## src/rtl/bfsf_pkg.sv

```systemverilog
// Shared constants, codes and control types for the bitmap free slot finder.
`timescale 1ns / 1ps

package bfsf_pkg;

    localparam int WORD_BITS_DEF = 32;
    localparam int NUM_WORDS_DEF = 32;

    localparam int MODE_W     = 3;
    localparam int SLOT_W     = 10;
    localparam int RUN_W      = 11;
    localparam int STATUS_W   = 2;
    localparam int CFG_W      = 6;
    localparam int LEN_W      = RUN_W + 1;
    localparam int CFG_ADDR_W = 3;
    localparam int CFG_IDX_W  = CFG_ADDR_W - 2;
    localparam int APB_DATA_W = 32;

    localparam logic [CFG_W-1:0] WIU_RESET = CFG_W'(32);

    localparam logic [CFG_IDX_W-1:0] REG_WORDS_IN_USE = '0;

    localparam logic [MODE_W-1:0] MODE_SET   = 3'd0;
    localparam logic [MODE_W-1:0] MODE_CLEAR = 3'd1;
    localparam logic [MODE_W-1:0] MODE_TEST  = 3'd2;
    localparam logic [MODE_W-1:0] MODE_FIRST = 3'd3;
    localparam logic [MODE_W-1:0] MODE_RUN   = 3'd4;

    localparam logic [STATUS_W-1:0] STATUS_OK    = 2'd0;
    localparam logic [STATUS_W-1:0] STATUS_NONE  = 2'd1;
    localparam logic [STATUS_W-1:0] STATUS_RANGE = 2'd2;

    typedef struct packed {
        logic capture;
        logic clear_step;
        logic loc_step;
        logic acc_exec;
        logic scan_step;
        logic out_load;
    } bfsf_cmd_t;

    typedef struct packed {
        logic clear_last;
        logic search_skip;
        logic loc_hit;
        logic loc_oor;
        logic scan_hit;
        logic scan_last;
    } bfsf_stat_t;

endpackage

```

## src/rtl/bfsf_req_if.sv

```systemverilog
// Request channel: valid/ready handshake carrying one request word.
`timescale 1ns / 1ps

interface bfsf_req_if import bfsf_pkg::*; ();
    logic                valid;
    logic                ready;
    logic [MODE_W-1:0]   mode;
    logic [SLOT_W-1:0]   slot_index;
    logic [RUN_W-1:0]    run_length;

    modport source (output valid, output mode, output slot_index, output run_length,
                    input ready);
    modport sink (input valid, input mode, input slot_index, input run_length,
                  output ready);
endinterface

```

## src/rtl/bfsf_rsp_if.sv

```systemverilog
// Response channel: valid/ready handshake carrying one result word.
`timescale 1ns / 1ps

interface bfsf_rsp_if import bfsf_pkg::*; ();
    logic                  valid;
    logic                  ready;
    logic [STATUS_W-1:0]   status;
    logic                  bit_value;
    logic [SLOT_W-1:0]     found_slot;

    modport source (output valid, output status, output bit_value, output found_slot,
                    input ready);
    modport sink (input valid, input status, input bit_value, input found_slot,
                  output ready);
endinterface

```

## src/rtl/bfsf_ram.sv

```systemverilog
// Generic single write port, single read port RAM with registered read data.
`timescale 1ns / 1ps

module bfsf_ram #(
    parameter int WIDTH = 32,
    parameter int DEPTH = 32,
    localparam int ADDR_W = (DEPTH > 1) ? $clog2(DEPTH) : 1
) (
    input  logic              clk,
    input  logic              we,
    input  logic [ADDR_W-1:0] waddr,
    input  logic [WIDTH-1:0]  wdata,
    input  logic [ADDR_W-1:0] raddr,
    output logic [WIDTH-1:0]  rdata
);

    logic [WIDTH-1:0] mem [DEPTH];

    always_ff @(posedge clk)
    begin
        if (we)
        begin
            mem[waddr] <= wdata;
        end
        rdata <= mem[raddr];
    end

endmodule

```

## src/rtl/bfsf_datapath.sv

```systemverilog
// Datapath: occupancy map RAM, word walker, per-word run evaluator and result registers.
`timescale 1ns / 1ps

module bfsf_datapath import bfsf_pkg::*; #(
    parameter int WORD_BITS = WORD_BITS_DEF,
    parameter int NUM_WORDS = NUM_WORDS_DEF
) (
    input  logic                clk,
    input  logic                rst_n,
    input  logic [CFG_W-1:0]    words_in_use,
    input  logic [MODE_W-1:0]   in_mode,
    input  logic [SLOT_W-1:0]   in_slot,
    input  logic [RUN_W-1:0]    in_run,
    input  bfsf_cmd_t           cmd,
    output bfsf_stat_t          stat,
    output logic [STATUS_W-1:0] out_status,
    output logic                out_bit,
    output logic [SLOT_W-1:0]   out_found
);

    localparam int ADDR_W = (NUM_WORDS > 1) ? $clog2(NUM_WORDS) : 1;
    localparam int CNT_W  = $clog2(NUM_WORDS + 1);
    localparam int BIT_W  = $clog2(WORD_BITS);
    localparam int BASE_W = $clog2(NUM_WORDS * WORD_BITS + 1);
    localparam int CMP_W  = (CNT_W > CFG_W) ? CNT_W : CFG_W;
    localparam int LOC_W  = ((BASE_W + 1) > SLOT_W) ? (BASE_W + 1) : SLOT_W;
    localparam int SUM_W  = ((BASE_W > LEN_W) ? BASE_W : LEN_W) + 1;

    logic [CNT_W-1:0]     w_reg, w_next;
    logic [BASE_W-1:0]    base_reg;
    logic [RUN_W-1:0]     carry_reg;
    logic [MODE_W-1:0]    mode_reg;
    logic [SLOT_W-1:0]    slot_reg;
    logic [RUN_W-1:0]     need_reg;
    logic [BIT_W-1:0]     bit_reg;
    logic [STATUS_W-1:0]  res_status_reg;
    logic                 res_bit_reg;
    logic [SLOT_W-1:0]    res_found_reg;
    logic [STATUS_W-1:0]  out_status_reg;
    logic                 out_bit_reg;
    logic [SLOT_W-1:0]    out_found_reg;

    logic [CMP_W-1:0]     wiu_ext;
    logic [CMP_W-1:0]     covered_wide;
    logic [CNT_W-1:0]     covered;
    logic [RUN_W-1:0]     in_need;
    logic                 in_access;
    logic                 in_search;

    logic [CNT_W-1:0]     w_plus;
    logic [BASE_W-1:0]    base_plus;
    logic [LOC_W-1:0]     base_hi;
    logic [LOC_W-1:0]     slot_off;
    logic                 loc_in_word;
    logic                 loc_oor;

    logic                 mem_we;
    logic [ADDR_W-1:0]    mem_raddr;
    logic [CNT_W-1:0]     raddr_sel;
    logic [WORD_BITS-1:0] mem_wdata;
    logic [WORD_BITS-1:0] mem_rdata;
    logic [WORD_BITS-1:0] bit_mask;

    logic                 occ_any [WORD_BITS];
    logic [BIT_W-1:0]     occ_pos [WORD_BITS];
    logic [LEN_W-1:0]     run_len [WORD_BITS];
    logic [WORD_BITS-1:0] hit_vec;
    logic                 hit_any;
    logic [BIT_W-1:0]     hit_pos;
    logic [SUM_W-1:0]     start_sum;

    // Configured span, saturated to the physical map size.
    assign wiu_ext      = CMP_W'(words_in_use);
    assign covered_wide = (wiu_ext > CMP_W'(NUM_WORDS)) ? CMP_W'(NUM_WORDS) : wiu_ext;
    assign covered      = covered_wide[CNT_W-1:0];

    assign in_need   = (in_mode == MODE_FIRST) ? RUN_W'(1) : in_run;
    assign in_access = (in_mode == MODE_SET) || (in_mode == MODE_CLEAR)
                    || (in_mode == MODE_TEST);
    assign in_search = (in_mode == MODE_FIRST) || (in_mode == MODE_RUN);

    assign w_plus    = w_reg + CNT_W'(1);
    assign base_plus = base_reg + BASE_W'(WORD_BITS);

    // Locate the word holding the requested slot by walking word bases.
    assign base_hi     = LOC_W'(base_reg) + LOC_W'(WORD_BITS);
    assign slot_off    = LOC_W'(slot_reg) - LOC_W'(base_reg);
    assign loc_in_word = LOC_W'(slot_reg) < base_hi;
    assign loc_oor     = (w_reg == covered);

    assign raddr_sel = cmd.scan_step ? w_plus : w_reg;
    assign mem_raddr = raddr_sel[ADDR_W-1:0];
    assign bit_mask  = WORD_BITS'(1) << bit_reg;
    assign mem_we    = cmd.clear_step
                    || (cmd.acc_exec && ((mode_reg == MODE_SET) || (mode_reg == MODE_CLEAR)));

    always_comb
    begin
        if (cmd.clear_step)
        begin
            mem_wdata = '0;
        end
        else if (mode_reg == MODE_SET)
        begin
            mem_wdata = mem_rdata | bit_mask;
        end
        else
        begin
            mem_wdata = mem_rdata & ~bit_mask;
        end
    end

    bfsf_ram #(
        .WIDTH (WORD_BITS),
        .DEPTH (NUM_WORDS)
    ) u_map (
        .clk   (clk),
        .we    (mem_we),
        .waddr (w_reg[ADDR_W-1:0]),
        .wdata (mem_wdata),
        .raddr (mem_raddr),
        .rdata (mem_rdata)
    );

    // Per bit: free-run length ending at that bit, carry from earlier words included.
    always_comb
    begin
        for (int b = 0; b < WORD_BITS; b++)
        begin
            occ_any[b] = 1'b0;
            occ_pos[b] = '0;
            for (int j = 0; j <= b; j++)
            begin
                if (mem_rdata[j])
                begin
                    occ_any[b] = 1'b1;
                    occ_pos[b] = BIT_W'(j);
                end
            end
            if (mem_rdata[b])
            begin
                run_len[b] = '0;
            end
            else if (occ_any[b])
            begin
                run_len[b] = LEN_W'(b) - LEN_W'(occ_pos[b]);
            end
            else
            begin
                run_len[b] = LEN_W'(carry_reg) + LEN_W'(b + 1);
            end
            hit_vec[b] = !mem_rdata[b] && (run_len[b] >= LEN_W'(need_reg));
        end
        hit_any = 1'b0;
        hit_pos = '0;
        for (int b = WORD_BITS - 1; b >= 0; b--)
        begin
            if (hit_vec[b])
            begin
                hit_any = 1'b1;
                hit_pos = BIT_W'(b);
            end
        end
    end

    assign start_sum = SUM_W'(base_reg) + SUM_W'(hit_pos) + SUM_W'(1) - SUM_W'(need_reg);

    always_comb
    begin
        stat.clear_last  = (w_reg == CNT_W'(NUM_WORDS - 1));
        stat.search_skip = (in_need == '0) || (covered == '0);
        stat.loc_hit     = !loc_oor && loc_in_word;
        stat.loc_oor     = loc_oor;
        stat.scan_hit    = hit_any;
        stat.scan_last   = (w_plus == covered);
    end

    always_comb
    begin
        w_next = w_reg;
        if (cmd.capture)
        begin
            w_next = '0;
        end
        else if (cmd.clear_step)
        begin
            w_next = w_plus;
        end
        else if (cmd.loc_step && !loc_oor && !loc_in_word)
        begin
            w_next = w_plus;
        end
        else if (cmd.scan_step && !hit_any)
        begin
            w_next = w_plus;
        end
    end

    always_ff @(posedge clk or negedge rst_n)
    begin
        if (!rst_n)
        begin
            w_reg <= '0;
        end
        else
        begin
            w_reg <= w_next;
        end
    end

    always_ff @(posedge clk)
    begin
        if (cmd.capture)
        begin
            mode_reg      <= in_mode;
            slot_reg      <= in_slot;
            need_reg      <= in_need;
            base_reg      <= '0;
            carry_reg     <= '0;
            res_bit_reg   <= 1'b0;
            res_found_reg <= '0;
            if (in_access)
            begin
                res_status_reg <= STATUS_RANGE;
            end
            else if (in_search)
            begin
                res_status_reg <= STATUS_NONE;
            end
            else
            begin
                res_status_reg <= STATUS_OK;
            end
        end
        if (cmd.loc_step)
        begin
            if (!loc_oor && !loc_in_word)
            begin
                base_reg <= base_plus;
            end
            bit_reg <= slot_off[BIT_W-1:0];
        end
        if (cmd.acc_exec)
        begin
            res_status_reg <= STATUS_OK;
            if (mode_reg == MODE_TEST)
            begin
                res_bit_reg <= mem_rdata[bit_reg];
            end
        end
        if (cmd.scan_step)
        begin
            if (hit_any)
            begin
                res_status_reg <= STATUS_OK;
                res_found_reg  <= start_sum[SLOT_W-1:0];
            end
            else
            begin
                base_reg  <= base_plus;
                carry_reg <= run_len[WORD_BITS-1][RUN_W-1:0];
            end
        end
        if (cmd.out_load)
        begin
            out_status_reg <= res_status_reg;
            out_bit_reg    <= res_bit_reg;
            out_found_reg  <= res_found_reg;
        end
    end

    assign out_status = out_status_reg;
    assign out_bit    = out_bit_reg;
    assign out_found  = out_found_reg;

    a_scan_carry_short: assert property (@(posedge clk) disable iff (!rst_n)
        cmd.scan_step |-> (carry_reg < need_reg))
        else $error("carried run already reached the wanted length");

    a_scan_in_span: assert property (@(posedge clk) disable iff (!rst_n)
        cmd.scan_step |-> (w_reg < covered))
        else $error("scan outside the configured words");

    a_access_after_locate: assert property (@(posedge clk) disable iff (!rst_n)
        cmd.acc_exec |-> $past(cmd.loc_step && stat.loc_hit))
        else $error("slot access without a located word");

endmodule

```

## src/rtl/bfsf_ctrl.sv

```systemverilog
// Controller: sequences map clear, locate, access, scan and result hand-off.
`timescale 1ns / 1ps

module bfsf_ctrl import bfsf_pkg::*; (
    input  logic              clk,
    input  logic              rst_n,
    input  logic              in_valid,
    input  logic [MODE_W-1:0] in_mode,
    output logic              in_ready,
    output logic              out_valid,
    input  logic              out_ready,
    input  bfsf_stat_t        stat,
    output bfsf_cmd_t         cmd
);

    typedef enum logic [6:0] {
        ST_CLEAR  = 7'b0000001,
        ST_IDLE   = 7'b0000010,
        ST_LOCATE = 7'b0000100,
        ST_ACCESS = 7'b0001000,
        ST_PRIME  = 7'b0010000,
        ST_SCAN   = 7'b0100000,
        ST_RESULT = 7'b1000000
    } state_t;

    state_t state_reg, state_next;
    logic   out_valid_reg, out_valid_next;

    always_comb
    begin
        state_next     = state_reg;
        cmd            = '0;
        in_ready       = 1'b0;
        out_valid_next = out_valid_reg;
        if (out_valid_reg && out_ready)
        begin
            out_valid_next = 1'b0;
        end
        case (state_reg)
            ST_CLEAR:
            begin
                cmd.clear_step = 1'b1;
                if (stat.clear_last)
                begin
                    state_next = ST_IDLE;
                end
            end
            ST_IDLE:
            begin
                in_ready = 1'b1;
                if (in_valid)
                begin
                    cmd.capture = 1'b1;
                    if (in_mode inside {MODE_SET, MODE_CLEAR, MODE_TEST})
                    begin
                        state_next = ST_LOCATE;
                    end
                    else if ((in_mode inside {MODE_FIRST, MODE_RUN}) && !stat.search_skip)
                    begin
                        state_next = ST_PRIME;
                    end
                    else
                    begin
                        state_next = ST_RESULT;
                    end
                end
            end
            ST_LOCATE:
            begin
                cmd.loc_step = 1'b1;
                if (stat.loc_oor)
                begin
                    state_next = ST_RESULT;
                end
                else if (stat.loc_hit)
                begin
                    state_next = ST_ACCESS;
                end
            end
            ST_ACCESS:
            begin
                cmd.acc_exec = 1'b1;
                state_next   = ST_RESULT;
            end
            ST_PRIME:
            begin
                state_next = ST_SCAN;
            end
            ST_SCAN:
            begin
                cmd.scan_step = 1'b1;
                if (stat.scan_hit || stat.scan_last)
                begin
                    state_next = ST_RESULT;
                end
            end
            ST_RESULT:
            begin
                if (!out_valid_reg || out_ready)
                begin
                    cmd.out_load   = 1'b1;
                    out_valid_next = 1'b1;
                    state_next     = ST_IDLE;
                end
            end
            default:
            begin
                state_next = ST_IDLE;
            end
        endcase
    end

    always_ff @(posedge clk or negedge rst_n)
    begin
        if (!rst_n)
        begin
            state_reg     <= ST_CLEAR;
            out_valid_reg <= 1'b0;
        end
        else
        begin
            state_reg     <= state_next;
            out_valid_reg <= out_valid_next;
        end
    end

    assign out_valid = out_valid_reg;

    a_word_from_result: assert property (@(posedge clk) disable iff (!rst_n)
        $rose(out_valid_reg) |-> $past(state_reg == ST_RESULT))
        else $error("result word raised outside the result state");

    a_capture_leaves_idle: assert property (@(posedge clk) disable iff (!rst_n)
        cmd.capture |=> (state_reg != ST_IDLE))
        else $error("accepted request did not start work");

endmodule

```

## src/rtl/bitmap_free_slot_finder.sv

```systemverilog
// Top level: bitmap occupancy map with set, clear, test and first-fit run search.
// Set/clear/test: accept, locate by walking words up to the slot's word, then access and result;
// an out-of-range slot skips the access. Searches: accept, read prime, scan of the map words up to
// words_in_use, result. Requests are processed one at a time.
// After reset the map RAM is swept to zero, word by word, before a request is accepted.
// words_in_use resets to 32; configuration writes are taken at any time.
`timescale 1ns / 1ps

module bitmap_free_slot_finder import bfsf_pkg::*; #(
    parameter int WORD_BITS = WORD_BITS_DEF,
    parameter int NUM_WORDS = NUM_WORDS_DEF
) (
    input  logic                  clk,
    input  logic                  rst_n,
    input  logic                  psel,
    input  logic                  penable,
    input  logic                  pwrite,
    input  logic [CFG_ADDR_W-1:0] paddr,
    input  logic [APB_DATA_W-1:0] pwdata,
    output logic [APB_DATA_W-1:0] prdata,
    output logic                  pready,
    bfsf_req_if.sink              req,
    bfsf_rsp_if.source            rsp
);

    logic [CFG_W-1:0] wiu_reg, wiu_next;
    logic             reg_sel;
    logic             cfg_wr;
    bfsf_cmd_t        cmd;
    bfsf_stat_t       stat;

    assign pready  = 1'b1;
    assign reg_sel = (paddr[CFG_ADDR_W-1:2] == REG_WORDS_IN_USE);
    assign cfg_wr  = psel && penable && pwrite && pready && reg_sel;
    assign prdata  = reg_sel ? APB_DATA_W'(wiu_reg) : '0;

    always_comb
    begin
        wiu_next = wiu_reg;
        if (cfg_wr)
        begin
            wiu_next = pwdata[CFG_W-1:0];
        end
    end

    always_ff @(posedge clk or negedge rst_n)
    begin
        if (!rst_n)
        begin
            wiu_reg <= WIU_RESET;
        end
        else
        begin
            wiu_reg <= wiu_next;
        end
    end

    bfsf_ctrl u_ctrl (
        .clk       (clk),
        .rst_n     (rst_n),
        .in_valid  (req.valid),
        .in_mode   (req.mode),
        .in_ready  (req.ready),
        .out_valid (rsp.valid),
        .out_ready (rsp.ready),
        .stat      (stat),
        .cmd       (cmd)
    );

    bfsf_datapath #(
        .WORD_BITS (WORD_BITS),
        .NUM_WORDS (NUM_WORDS)
    ) u_datapath (
        .clk          (clk),
        .rst_n        (rst_n),
        .words_in_use (wiu_reg),
        .in_mode      (req.mode),
        .in_slot      (req.slot_index),
        .in_run       (req.run_length),
        .cmd          (cmd),
        .stat         (stat),
        .out_status   (rsp.status),
        .out_bit      (rsp.bit_value),
        .out_found    (rsp.found_slot)
    );

endmodule

```

## src/flat_wrapper.sv

```systemverilog
// flat-port wrapper written by rule: the top's interface ports become plain ports
module bitmap_free_slot_finder_flat import bfsf_pkg::*;
#(
    parameter int WORD_BITS = WORD_BITS_DEF,
    parameter int NUM_WORDS = NUM_WORDS_DEF
)
  (clk, rst_n, psel, penable, pwrite, paddr, pwdata, prdata, pready, req_valid, req_mode, req_slot_index, req_run_length, req_ready, rsp_valid, rsp_status, rsp_bit_value, rsp_found_slot, rsp_ready);
  bfsf_req_if req_i ();
  bfsf_rsp_if rsp_i ();
  input  logic clk;
  input  logic rst_n;
  input  logic psel;
  input  logic penable;
  input  logic pwrite;
  input  logic [CFG_ADDR_W-1:0] paddr;
  input  logic [APB_DATA_W-1:0] pwdata;
  output logic [APB_DATA_W-1:0] prdata;
  output logic pready;
  input wire logic [$bits(req_i.valid)-1:0] req_valid;
  input wire logic [$bits(req_i.mode)-1:0] req_mode;
  input wire logic [$bits(req_i.slot_index)-1:0] req_slot_index;
  input wire logic [$bits(req_i.run_length)-1:0] req_run_length;
  output wire logic [$bits(req_i.ready)-1:0] req_ready;
  output wire logic [$bits(rsp_i.valid)-1:0] rsp_valid;
  output wire logic [$bits(rsp_i.status)-1:0] rsp_status;
  output wire logic [$bits(rsp_i.bit_value)-1:0] rsp_bit_value;
  output wire logic [$bits(rsp_i.found_slot)-1:0] rsp_found_slot;
  input wire logic [$bits(rsp_i.ready)-1:0] rsp_ready;
  assign req_i.valid = req_valid;
  assign req_i.mode = req_mode;
  assign req_i.slot_index = req_slot_index;
  assign req_i.run_length = req_run_length;
  assign req_ready = req_i.ready;
  assign rsp_valid = rsp_i.valid;
  assign rsp_status = rsp_i.status;
  assign rsp_bit_value = rsp_i.bit_value;
  assign rsp_found_slot = rsp_i.found_slot;
  assign rsp_i.ready = rsp_ready;
  bitmap_free_slot_finder #(.WORD_BITS(WORD_BITS), .NUM_WORDS(NUM_WORDS)) u_core (.clk(clk), .rst_n(rst_n), .psel(psel), .penable(penable), .pwrite(pwrite), .paddr(paddr), .pwdata(pwdata), .prdata(prdata), .pready(pready), .req(req_i), .rsp(rsp_i));
endmodule
```

## config.mk

```make
export PLATFORM = sky130hd
export DESIGN_NAME = bitmap_free_slot_finder_flat
export DESIGN_NICKNAME = d
export VERILOG_FILES = /design/src/rtl/bfsf_pkg.sv /design/src/rtl/bfsf_req_if.sv /design/src/rtl/bfsf_rsp_if.sv /design/src/rtl/bfsf_ram.sv /design/src/rtl/bfsf_datapath.sv /design/src/rtl/bfsf_ctrl.sv /design/src/rtl/bitmap_free_slot_finder.sv /design/src/flat_wrapper.sv
export SDC_FILE = /design/constraint.sdc
export NUM_CORES = 2
export LEC_CHECK = 0
export BUFFER_PORTS_ARGS = -buffer_cell sky130_fd_sc_hd__clkbuf_2
export CORE_MARGIN = 2
export CORE_UTILIZATION = 60
export CTS_CLUSTER_SIZE = 28
export DETAILED_ROUTE_END_ITERATION = 10
export PLACE_DENSITY = 0.73
export SLEW_MARGIN = 20
export SYNTH_ARGS = -nofsm -noshare
export SYNTH_HDL_FRONTEND = slang
export SYNTH_SLANG_ARGS = --single-unit
```

## constraint.sdc

```tcl
create_clock -name clk -period 16.38 [get_ports clk]
set_input_delay 1.638 -clock clk [delete_from_list [all_inputs] [get_ports clk]]
set_output_delay 1.638 -clock clk [all_outputs]
set_load 0.01 [all_outputs]
```

==> results.md <==
* Largest register FFs at 1024
* Maxcap violations at 0
* CP required at 16980 ps
* Clk_skew at 52.4 ps
* Port bufs at 58
* DRT iter0 DRCs at roughly 5400
* Yosys cell types at 96
* Max Root-Sink Buffers at 3
* Worst-Skew Late Latency at 720 ps
* HPWL Detailed at between 100000 and 150000 microns
* Crit Path Max Fanout at 14
* Post-CTS Hold Fix Bufs at 0
* Die area at 0.104 sq mm
* Adder-Cell Fraction of Synth Area at 0.0890
* Max H-tree Level at 3
* Initial core utilization at 0.602
* Vias in the first global route at 39319
* Peak VDD IR at 0.000155 V
* Initial antenna violation count at 6
* Top cell type's share of synthesized area at 0.526
* Avg Synthesized Cell Area at between 10 and 15 sq um
* Non-filler cells, final at 5976
* Critical Path Start Type: flop
* Die width at 323 microns
* Top Registers: u_core.u_datapath.u_map.mem (1024), u_core.u_datapath.u_map.rdata (32)
* Placed insts at approximately 5800
* Max_slew headroom at 0.189
* CP bufs+invs at 3
* Gr ovfl total at 0
* Synth async-reset ratio at 0.0173
* Drt via density at 6.83
* CP max stage delay at 820 ps
* Routability cong. at between 1 and 1.5
* Post-CTS Setup Inserts at 0
* Per-cell routed wire length at approximately 32 microns
* Largest Register: u_core.u_datapath.u_map.mem
* Ratio of cells with drive above 1 in the final layout at 0.188
* Area Overhead vs Synth at 10.5%
* Leading area contributor after synthesis: edfxtp_1
* Layout Nets at 5009
* GRT Total Usage at 0.364
* Endpoints failing hold at 0
* Post-synth EDFFs at 1071
* Clock root buffer: clkbuf_16
* Drt total wl at 190000 microns
* CP top delay family: compound AO/OA/AOI/OAI gates
* Post-synthesis cell area at 0.0611 sq mm
* Synth Instances at 4444
* Synthesized flop and latch total at 1153
* Most frequent cells after synthesis: 1071 x edfxtp_1, 425 x ha_1, 422 x nor2_1
* Tightest Pin Transition at 1210 ps
* Io pins at around 110
* Post-route ant nets at 0
* Worst path most repeated cell: o21ai_0
* CTS tree: yes
* Placeable Area at 0.101 sq mm
* Register area share after synthesis at 0.555
* DRC at 0
* Top-count cell post-synth: edfxtp_1
* Largest family of logic cells by synthesized area: multiplexers
* Worst setup EP type: flop
* Die Ht at 323 microns
* Yosys warnings at 0
* Diode count at 0
* Iteration count of the initial detailed-routing pass at 6
* CP arrival at 10380 ps
* Ratio of total power to cell area at 127 mW/mm^2
* Compound-Gate Fraction of Synth Area at 0.0778
* Clock-pin slew on the worst setup and hold paths at 60 ps
* Simple-gate area share of the yosys netlist at 0.0862
* Area contributors post-synth: edfxtp_1 53%, mux4_2 12%, ha_1 8.7%, nor2_1 2.6%, a21oi_1 2.1%
* Final Critical Period at just under 10000 ps
* Vias at 40818
* Hold slack final at 422 ps
* # setup viols final at 0
* Outcome: completed
* Slew Viols, Final at 0
* Pin count of the biggest net entering global routing at 134
* Post_cts resized at 0
* Pre-CTS setup slack at 7110 ps
* Post-Synth XOR/XNOR Area at 0.0354
* Post-synthesis mux area share at 0.133
* Kind of critical path: flop to flop
* Tcrit/Tclk final at 0.597
* Sink Count at between 1000 and 1500
* First-pass GRT wire length at 272000 microns
* RSZ-0062 raised after global routing: no
* Sum of negative setup slack at 0 ps
* Top_reg_cell synth: edfxtp_1
* Fmax at just over 0.1 GHz
* Tightest Hold Check Type: flop to flop
* Rows at 117
* TritonCTS Buffers at 110
* Final WS setup at approximately 6600 ps
* Slowest cell on crit path: dfxtp_1
* Lkg Pwr at 24.2 nW
per-stage QoR:
stage	total power, mW	utilization	instance area [sq um]
after floorplan	5.24	-	61200
after global placement	5.85	0.627	63600
after detailed placement	5.89	0.627	63600
after CTS	8.55	0.664	67400
after global routing	8.90	0.666	67600
final	8.57	0.666	67600
cells in the final DEF, fill, tap and decap left out, types with 19 or more instances in the layout:
cell       netlist  routed
and3_1          20      20
or3_1           44      44
mux2i_1         23      22
o21a_1          31      31
ha_1           425     425
nor2b_1         44      44
clkbuf_1       182      20
a21oi_4          0      19
a21oi_1        255     236
dfxtp_1         62      56
o21ai_0        122     122
xor2_1         124     124
or2_2           20      20
mux2_2          41      41
clkinv_2         0      23
edfxtp_1      1071    1071
a2111oi_0       26      26
clkbuf_2         0      58
nand2b_1        56      56
buf_4           28     135
mux4_2         330     330
nand2_1        267     267
and2_1          27      27
a21o_1          54      54
nor3_1          68      67
clkbuf_16        0     112
a211oi_1        45      45
nand3_1         68      68
o2111ai_1       24      24
inv_1           89      89
conb_1           2      27
o31ai_1         19      19
xnor2_1        123     119
a31oi_1         27      27
nor2_4           0      38
nor2_1         422     382
layer usage:
metal | share of wire | global-route usage | vias up
met5 | 0 | 0 | -
met4 | 0.063 | 0.201 | 0
met3 | 0.096 | 0.0548 | 599
met2 | 0.48 | 0.589 | 2567
met1 | 0.36 | 0.478 | 20371
li1 | - | - | 17281
report_power, final:
group	internal (mW)	switching, mW
Combinational	0.980	1.38
Clock	1.52	1.14
Sequential	3.46	0.0940
worst reg2reg max path, delay by kind of cell, from the launching register on:
family / cells / cell delay, ps
fa+ha+maj: 4 / 1420
xor+xnor: 1 / 130
compound gates: 21 / 5140
flops: 1 / 820
buf+inv: 3 / 410
simple gates: 10 / 1740
worst paths after layout:
path / startpoint / endpoint / slack, ps / cells after the start
setup / recovery: u_core.u_datapath.u_map.rdata[4] / u_core.u_datapath.res_found_reg[8] / 6600 / 39
hold / removal: u_core.u_datapath.res_bit_reg / u_core.u_datapath.out_bit / 420 / 0
setup reg to reg: u_core.u_datapath.u_map.rdata[4] / u_core.u_datapath.res_found_reg[8] / 6600 / 39
hold reg to reg: u_core.u_datapath.res_bit_reg / u_core.u_datapath.out_bit / 420 / 0
max in group asynchronous: rst_n / u_core.u_ctrl.state_reg[0] / 15090 / 1
min in group asynchronous: rst_n / u_core.wiu_reg[4] / 920 / 1
kinds of logic (layout without fill, tap and decap cells):
group,after synthesis,count (layout)
buffers and inverters,355,494
multiplexers,394,394
AND/OR/NAND/NOR,1123,1123
XOR/XNOR,247,247
adder cells (fa/ha/maj),431,431
other,2,27
flip-flops,1153,1153
AO/OA/AOI/OAI,739,739
layout make-up:
type / instances / area [sq um]
fill: 7006 / 33900
tap: 1368 / 1710
clock inverter: 68 / 826
inverter: 90 / 338
sequential: 1153 / 33900
multi-input combinational: 2961 / 26400
timing repair buffer: 196 / 1360
clock buffer: 140 / 2990
(Power assumes the default switching activity.)
